File: config.mk
export PLATFORM = sky130hd
export DESIGN_NAME = sorted_list_linear_insert
export DESIGN_NICKNAME = d
export VERILOG_FILES = /design/src/sv/sll_pkg.sv /design/src/sv/sorted_list_linear_insert.sv
export SDC_FILE = /design/constraint.sdc
export NUM_CORES = 2
export LEC_CHECK = 0
export ABC_CLOCK_PERIOD_IN_PS = 4900
export BUFFER_PORTS_ARGS = -buffer_cell sky130_fd_sc_hd__buf_2
export CORE_MARGIN = 8
export CORE_UTILIZATION = 57
export DETAILED_ROUTE_END_ITERATION = 8
export PLACE_DENSITY = 0.84
export SETUP_SLACK_MARGIN = 0.05
export SLEW_MARGIN = 40
export SYNTH_ARGS = -nofsm -noshare
export SYNTH_HDL_FRONTEND = slang
export SYNTH_SLANG_ARGS = --single-unit
File: constraint.sdc
create_clock -name clk -period 4.9 [get_ports clk]
set_input_delay 0.49 -clock clk [delete_from_list [all_inputs] [get_ports clk]]
set_output_delay 0.49 -clock clk [all_outputs]
set_load 0.02 [all_outputs]
File: src/sv/sll_pkg.sv
// Shared constants and codes for the sorted list engine.
`default_nettype none

package sll_pkg;

	localparam int CAPACITY_DEF  = 64;
	localparam int KEY_WIDTH_DEF = 16;

	localparam int OP_W     = 2;
	localparam int STATUS_W = 2;
	localparam int POS_W    = 6;
	localparam int COUNT_W  = 7;
	localparam int TOTAL_W  = 32;

	typedef enum logic [OP_W-1:0] {
		OP_INSERT = 2'd0,
		OP_REMOVE = 2'd1,
		OP_CLEAR  = 2'd2,
		OP_NONE   = 2'd3
	} opcode_t;

	typedef enum logic [STATUS_W-1:0] {
		ST_OK        = 2'd0,
		ST_FULL      = 2'd1,
		ST_EMPTY     = 2'd2,
		ST_NOT_FOUND = 2'd3
	} status_t;

	// Add a small amount to a running total, pinning it at all ones.
	function automatic logic [TOTAL_W-1:0] sat_add(input logic [TOTAL_W-1:0] total,
	                                               input logic [TOTAL_W-1:0] amount);
		logic [TOTAL_W:0] sum;
		sum = {1'b0, total} + {1'b0, amount};
		if (sum[TOTAL_W]) begin
			return {TOTAL_W{1'b1}};
		end
		return sum[TOTAL_W-1:0];
	endfunction

endpackage

`default_nettype wire

File: src/sv/sorted_list_linear_insert.sv
// Sorted list engine: ascending key store with linear search and shift.
//
// Holds up to CAPACITY signed keys in ascending order in a single-port-read,
// single-port-write memory with registered read data. One request is worked at
// a time; in_stall stays high from acceptance until the result is loaded into
// the output register. Insert scans from the bottom for the first entry greater
// than the key, shifts the entries from there up by one and writes the key in
// the gap, or appends it when no entry is greater; remove scans for an equal
// key and shifts the entries above it down by one. Clear, insert into a full
// list, remove from an empty list and the unused opcode skip the scan. While
// a result is held in the output register, the next result waits. Each step
// of the scan and of the shift is one memory read followed by one compare or
// one write. Compare and move totals saturate at 2^32-1.
// No clearing pass is needed after reset.
`default_nettype none

module sorted_list_linear_insert
	import sll_pkg::*;
#(
	parameter int CAPACITY  = CAPACITY_DEF,
	parameter int KEY_WIDTH = KEY_WIDTH_DEF
) (
	input  wire logic                        clk,
	input  wire logic                        arst_n,

	input  wire logic                        in_valid,
	output logic                             in_stall,
	input  wire logic [OP_W-1:0]             opcode,
	input  wire logic signed [KEY_WIDTH-1:0] key,

	output logic                             out_valid,
	input  wire logic                        out_stall,
	output logic [STATUS_W-1:0]              status,
	output logic [POS_W-1:0]                 position,
	output logic [COUNT_W-1:0]               entry_count,
	output logic [TOTAL_W-1:0]               compare_total,
	output logic [TOTAL_W-1:0]               move_total
);

	localparam int AW = (CAPACITY > 1) ? $clog2(CAPACITY) : 1;
	localparam int CW = $clog2(CAPACITY + 1);
	localparam logic [CW-1:0] CAP_C = CW'(CAPACITY);
	localparam logic [CW-1:0] ONE_C = CW'(1);
	localparam logic [CW-1:0] TWO_C = CW'(2);

	typedef enum logic [7:0] {
		S_IDLE = 8'b0000_0001,
		S_SRD  = 8'b0000_0010,
		S_SCMP = 8'b0000_0100,
		S_MRD  = 8'b0000_1000,
		S_MWR  = 8'b0001_0000,
		S_PUT  = 8'b0010_0000,
		S_FIN  = 8'b0100_0000,
		S_DONE = 8'b1000_0000
	} state_t;

	state_t                  state_q;
	opcode_t                 op_q;
	logic signed [KEY_WIDTH-1:0] key_q;
	status_t                 status_q;
	logic [CW-1:0]           count_q;
	logic [CW-1:0]           idx_q;
	logic [CW-1:0]           pos_q;
	logic [CW-1:0]           cmp_q;
	logic [TOTAL_W-1:0]      cmp_total_q;
	logic [TOTAL_W-1:0]      move_total_q;

	logic signed [KEY_WIDTH-1:0] mem [CAPACITY];
	logic signed [KEY_WIDTH-1:0] rd_q;
	logic [AW-1:0]           rd_addr;
	logic                    wr_en;
	logic [AW-1:0]           wr_addr;
	logic signed [KEY_WIDTH-1:0] wr_data;

	logic                    accept;
	logic                    hit;
	logic                    last_scan;
	logic [CW-1:0]           idx_dec;
	logic [CW-1:0]           idx_inc;
	logic [CW-1:0]           moves;
	logic                    out_free;

	assign accept   = (state_q == S_IDLE) && in_valid;
	assign in_stall = (state_q != S_IDLE);
	assign out_free = !out_valid || !out_stall;

	assign idx_dec   = idx_q - ONE_C;
	assign idx_inc   = idx_q + ONE_C;
	assign last_scan = (idx_inc == count_q);
	assign hit       = (op_q == OP_INSERT) ? (rd_q > key_q) : (rd_q == key_q);
	assign moves     = (op_q == OP_INSERT) ? (count_q - pos_q) : (count_q - ONE_C - pos_q);

	// Memory port selection.
	always_comb begin
		rd_addr = idx_q[AW-1:0];
		wr_en   = 1'b0;
		wr_addr = idx_q[AW-1:0];
		wr_data = rd_q;
		case (state_q)
			S_MRD: begin
				rd_addr = (op_q == OP_INSERT) ? idx_dec[AW-1:0] : idx_inc[AW-1:0];
			end
			S_MWR: begin
				wr_en = 1'b1;
			end
			S_PUT: begin
				wr_en   = 1'b1;
				wr_addr = pos_q[AW-1:0];
				wr_data = key_q;
			end
			default: begin
			end
		endcase
	end

	always_ff @(posedge clk) begin
		if (wr_en) begin
			mem[wr_addr] <= wr_data;
		end
		rd_q <= mem[rd_addr];
	end

	always_ff @(posedge clk or negedge arst_n) begin
		if (!arst_n) begin
			state_q       <= S_IDLE;
			op_q          <= OP_NONE;
			key_q         <= '0;
			status_q      <= ST_OK;
			count_q       <= '0;
			idx_q         <= '0;
			pos_q         <= '0;
			cmp_q         <= '0;
			cmp_total_q   <= '0;
			move_total_q  <= '0;
			out_valid     <= 1'b0;
			status        <= '0;
			position      <= '0;
			entry_count   <= '0;
			compare_total <= '0;
			move_total    <= '0;
		end else begin
			if (out_valid && !out_stall && state_q != S_DONE) begin
				out_valid <= 1'b0;
			end
			case (state_q)
				S_IDLE: begin
					if (accept) begin
						op_q     <= opcode_t'(opcode);
						key_q    <= key;
						idx_q    <= '0;
						pos_q    <= '0;
						cmp_q    <= '0;
						case (opcode_t'(opcode))
							OP_INSERT: begin
								if (count_q == CAP_C) begin
									status_q <= ST_FULL;
									state_q  <= S_DONE;
								end else if (count_q == '0) begin
									status_q <= ST_OK;
									state_q  <= S_PUT;
								end else begin
									status_q <= ST_OK;
									state_q  <= S_SRD;
								end
							end
							OP_REMOVE: begin
								if (count_q == '0) begin
									status_q <= ST_EMPTY;
									state_q  <= S_DONE;
								end else begin
									status_q <= ST_OK;
									state_q  <= S_SRD;
								end
							end
							OP_CLEAR: begin
								status_q     <= ST_OK;
								count_q      <= '0;
								cmp_total_q  <= '0;
								move_total_q <= '0;
								state_q      <= S_DONE;
							end
							default: begin
								status_q <= ST_OK;
								state_q  <= S_DONE;
							end
						endcase
					end
				end
				S_SRD: begin
					state_q <= S_SCMP;
				end
				S_SCMP: begin
					cmp_q <= cmp_q + ONE_C;
					if (hit) begin
						pos_q <= idx_q;
						if (op_q == OP_INSERT) begin
							// shift up from the top end
							idx_q   <= count_q;
							state_q <= S_MRD;
						end else if (last_scan) begin
							state_q <= S_FIN;
						end else begin
							state_q <= S_MRD;
						end
					end else if (last_scan) begin
						if (op_q == OP_INSERT) begin
							pos_q   <= count_q;
							state_q <= S_PUT;
						end else begin
							status_q <= ST_NOT_FOUND;
							state_q  <= S_FIN;
						end
					end else begin
						idx_q   <= idx_inc;
						state_q <= S_SRD;
					end
				end
				S_MRD: begin
					state_q <= S_MWR;
				end
				S_MWR: begin
					if (op_q == OP_INSERT) begin
						idx_q   <= idx_dec;
						state_q <= (idx_dec == pos_q) ? S_PUT : S_MRD;
					end else begin
						idx_q   <= idx_inc;
						state_q <= (idx_q + TWO_C == count_q) ? S_FIN : S_MRD;
					end
				end
				S_PUT: begin
					state_q <= S_FIN;
				end
				S_FIN: begin
					cmp_total_q <= sat_add(cmp_total_q, TOTAL_W'(cmp_q));
					if (status_q == ST_OK) begin
						move_total_q <= sat_add(move_total_q, TOTAL_W'(moves));
						count_q      <= (op_q == OP_INSERT) ? count_q + ONE_C : count_q - ONE_C;
					end
					state_q <= S_DONE;
				end
				S_DONE: begin
					// hold until the output register is free
					if (out_free) begin
						out_valid     <= 1'b1;
						status        <= status_q;
						position      <= (status_q == ST_OK) ? POS_W'(pos_q) : '0;
						entry_count   <= COUNT_W'(count_q);
						compare_total <= cmp_total_q;
						move_total    <= move_total_q;
						state_q       <= S_IDLE;
					end
				end
				default: begin
					state_q <= S_IDLE;
				end
			endcase
		end
	end

endmodule

`default_nettype wire
==> out/results.ini <==
[timing]
setup_viol = 0
rsz0062_at_grt = no
tns_ps = 0
timing.fmax_ghz = 0.223
slew_viol_final = 0
fin_crit_sh_pct = 91.4
tightest_slew_ps = 848
skew_ps = 39.5
hold_viol = 0
slew_headroom_pct = 43.3
layout_min_cycle_time_ps = 4480

[critical_path]
critPathMaxFanout = 25
slowest_delay_ps = 460
cp-end-kind = flop
worstSetupStartpointType = flop
cpMaxStageDelayCell = dfrtp_1
crit_family = compound AO/OA/AOI/OAI gates
crit_buf_inv = 4
path_cells = inv_1 -> ha_1 -> nand2_1 -> a21boi_0 -> inv_1 -> fa_1 -> inv_1 -> a21o_1 -> a21oi_1 -> o21bai_1 -> a21oi_1 -> xnor2_1 -> ha_1 -> o21a_1 -> a21o_1 -> and2_1 -> nand3_1 -> or2_1 -> buf_4 -> o311ai_1
crit_arrival_ps = 5060
cp.depth = 20
reg2reg_depth = 20
cp.required_ps = 5480
cpMostUsedCell = inv_1
critical_path_class = flop to flop

[clocking]
cts_buffers = 118
cts_tree = yes
cts.clk_slew.worst_paths_ps = 70
clock_sinks = 1240
clock_path_buffers = 3
worstSkewPairLatency_ps = 720
cts_setup_buffers = 0
cts_root_buf = clkbuf_16
cts-htree-levels = 3

[run]
maxCapViolCount = 0

[synthesis]
synth-seq-cells = 1240
ys_types = 77
ys_warn_count = 0
yosysTopAreaCellShare_pct = 57.7
synth_edf_count = 1024
ys_seq_area_share_pct = 67.6
synth_area_sq_um = 53300
synthFlopType = edfxtp_1
syn_nets = 3555
synthArstFlopShare_pct = 16.1
synthTopCellsByArea = edfxtp_1 58%, mux2i_1 17%, dfrtp_1 9.2%
yosysTopAreaCell = edfxtp_1
netlist_instances = 3484
synth.avg_cell_area_sq_um = 15.3

[hold_path]
hold_path.class = primary input to flop
hold-path-cell-count = 3

[grt]
antenna_found_initial = 7
grt_util_met3_pct = 5.05
grt_pass1_wl_um = 191000
grt_use_met1_pct = 32.2
grt_pass1_vias = 31200
use_met2_pct = 38.6
busiest_layer = met2
grt_overflow = 0
grt_usage_pct = 24.0
grt_max_degree = 93

[routing]
drtIter0Drc = 3722
viasPerCell = 6.24
vias = 31600
wl_um = 127000
postRouteAntennaNets = 0
post_drt_wl_per_cell_um = 25.2
dr.pass1.iters = 5
drc_errors = 0

[die]
ios = 103
fp.dieArea_sq_um = 104000
die_h_um = 322
core_sq_um = 93000
die_w_um = 322
rows = 112
start_util_pct = 57.3

[finish]
final_common_cell = edfxtp_1
area_growth_pct = 13.0
drive_above_1_share_pct = 14.7
final_cell_mix = 1024 x edfxtp_1, 911 x mux2i_1, 197 x dfrtp_1, 171 x nand2_1, 139 x buf_4
final_core_util_pct = 64.8
final_nets = 3762

[power_and_ir_drop]
powerDensity_nw_per_um2 = 519
ir_drop_mv = 0.352
p_leak_nw = 27.0

[placed_design]
io_buffers = 102
place_congestion = 0.915
place.detailed.hpwl_um = 78700

[run_status]
status = completed

==> registers in the layout, indices dropped and copies added (netlist names) <==
register and cells:
mem 1024, cmp_total_q 32, compare_total 32, move_total 32
move_total_q 32, key_q 16, rd_q 16, state_q 8
cmp_q 7, count_q 7, entry_count 7, idx_q 7
pos_q 7, position 6, op_q 2, status 2
status_q 2, out_valid 1
==> cell type report <==
type / count / area, sq um
multi-input combinational: 2004 / 16300
fill: 6244 / 32800
sequential: 1240 / 36100
clock buffer: 157 / 3250
timing repair buffer: 279 / 2200
antenna: 3 / 7.51
clock inverter: 68 / 679
inverter: 48 / 180
tap: 1254 / 1570
==> tightest hold or removal path, delay by kind of cell <==
family	cells	cell delay (ps)
buffers and inverters	1	90
and+or+nand+nor	2	150
==> final timing paths <==
check                      slack [ps]                end        start
max                               420   move_total_q[19]   count_q[0]
min reg2reg                       470        position[3]  position[3]
min                                60           key_q[0]       key[0]
max in group asynchronous        3250         state_q[6]       arst_n
max reg2reg                       420   move_total_q[19]   count_q[0]
min in group asynchronous         290  compare_total[27]       arst_n
==> power breakdown <==
| group | switching [mW] | total, mW | internal (mW) |
|---|---|---|---|
| clock | 3.91 | 9.21 | 5.30 |
| sequential | 0.545 | 13.4 | 12.8 |
| combinational | 5.40 | 8.68 | 3.28 |
| total | 9.86 | 31.3 | 21.4 |
==> synth_stat cells, drive strengths merged, types with 15 or more instances <==
cell,count
nand2,172
nand4,20
ha,46
nand3,51
xnor2,40
nor3,30
or4,21
inv,47
a21oi,51
buf,105
o21ai,148
mux2,69
dfrtp,197
nor2,120
o211ai,20
o22ai,68
and3,22
dfxtp,16
a31oi,23
clkbuf,87
mux2i,911
edfxtp,1024
xor2,15
a21o,23
==> per-layer routing <==
layer  vias to the layer above  part of all wire (%)
li1                      13800                     -
met1                     15800                    39
met2                      1575                    47
met3                       303                   9.9
met4                         2                   3.8
met5                         -                 0.010
==> logic make-up (layout without fill, tap and decap cells) <==
logic type                 count (synthesis)  in the layout  synth area share (%)
muxes                                    980            980                  18.6
DFF                                     1240           1240                  67.6
AOI/OAI and AO/OA                        415            415                  4.82
and+or+nand+nor                          505            505                  4.58
xor gates and xnor gates                  55             55                 0.931
other                                      0              3                     0
buffers and inverters                    240            552                  2.27
adders and majority gates                 49             49                  1.19
==> through the flow <==
| stage | hold slack (ps) | setup slack, ps | total power [mW] | cells | cell area, sq um |
|---|---|---|---|---|---|
| 6_report | 61.7 | 419 | 31.3 | 5053 | 60300 |
| 2_1_floorplan | 194 | 133 | 19.5 | 3484 | 53300 |
| 4_1_cts | 26.0 | 393 | 31.2 | 5048 | 60200 |
| 3_5_place_dp | 466 | 580 | 22.0 | 4811 | 56200 |
| 5_1_grt | 51.3 | 123 | 32.4 | 5052 | 60300 |
| 3_3_place_gp | 460 | 629 | 21.6 | 4803 | 56000 |
==> what timing repair did <==
item / in CTS / in global routing
hold endpoints to repair: 62 / 0
gates resized for setup: 0 / 1
hold buffers: 12 / 0
setup endpoints to repair: 0 / 1
(Power assumes the default switching activity.)
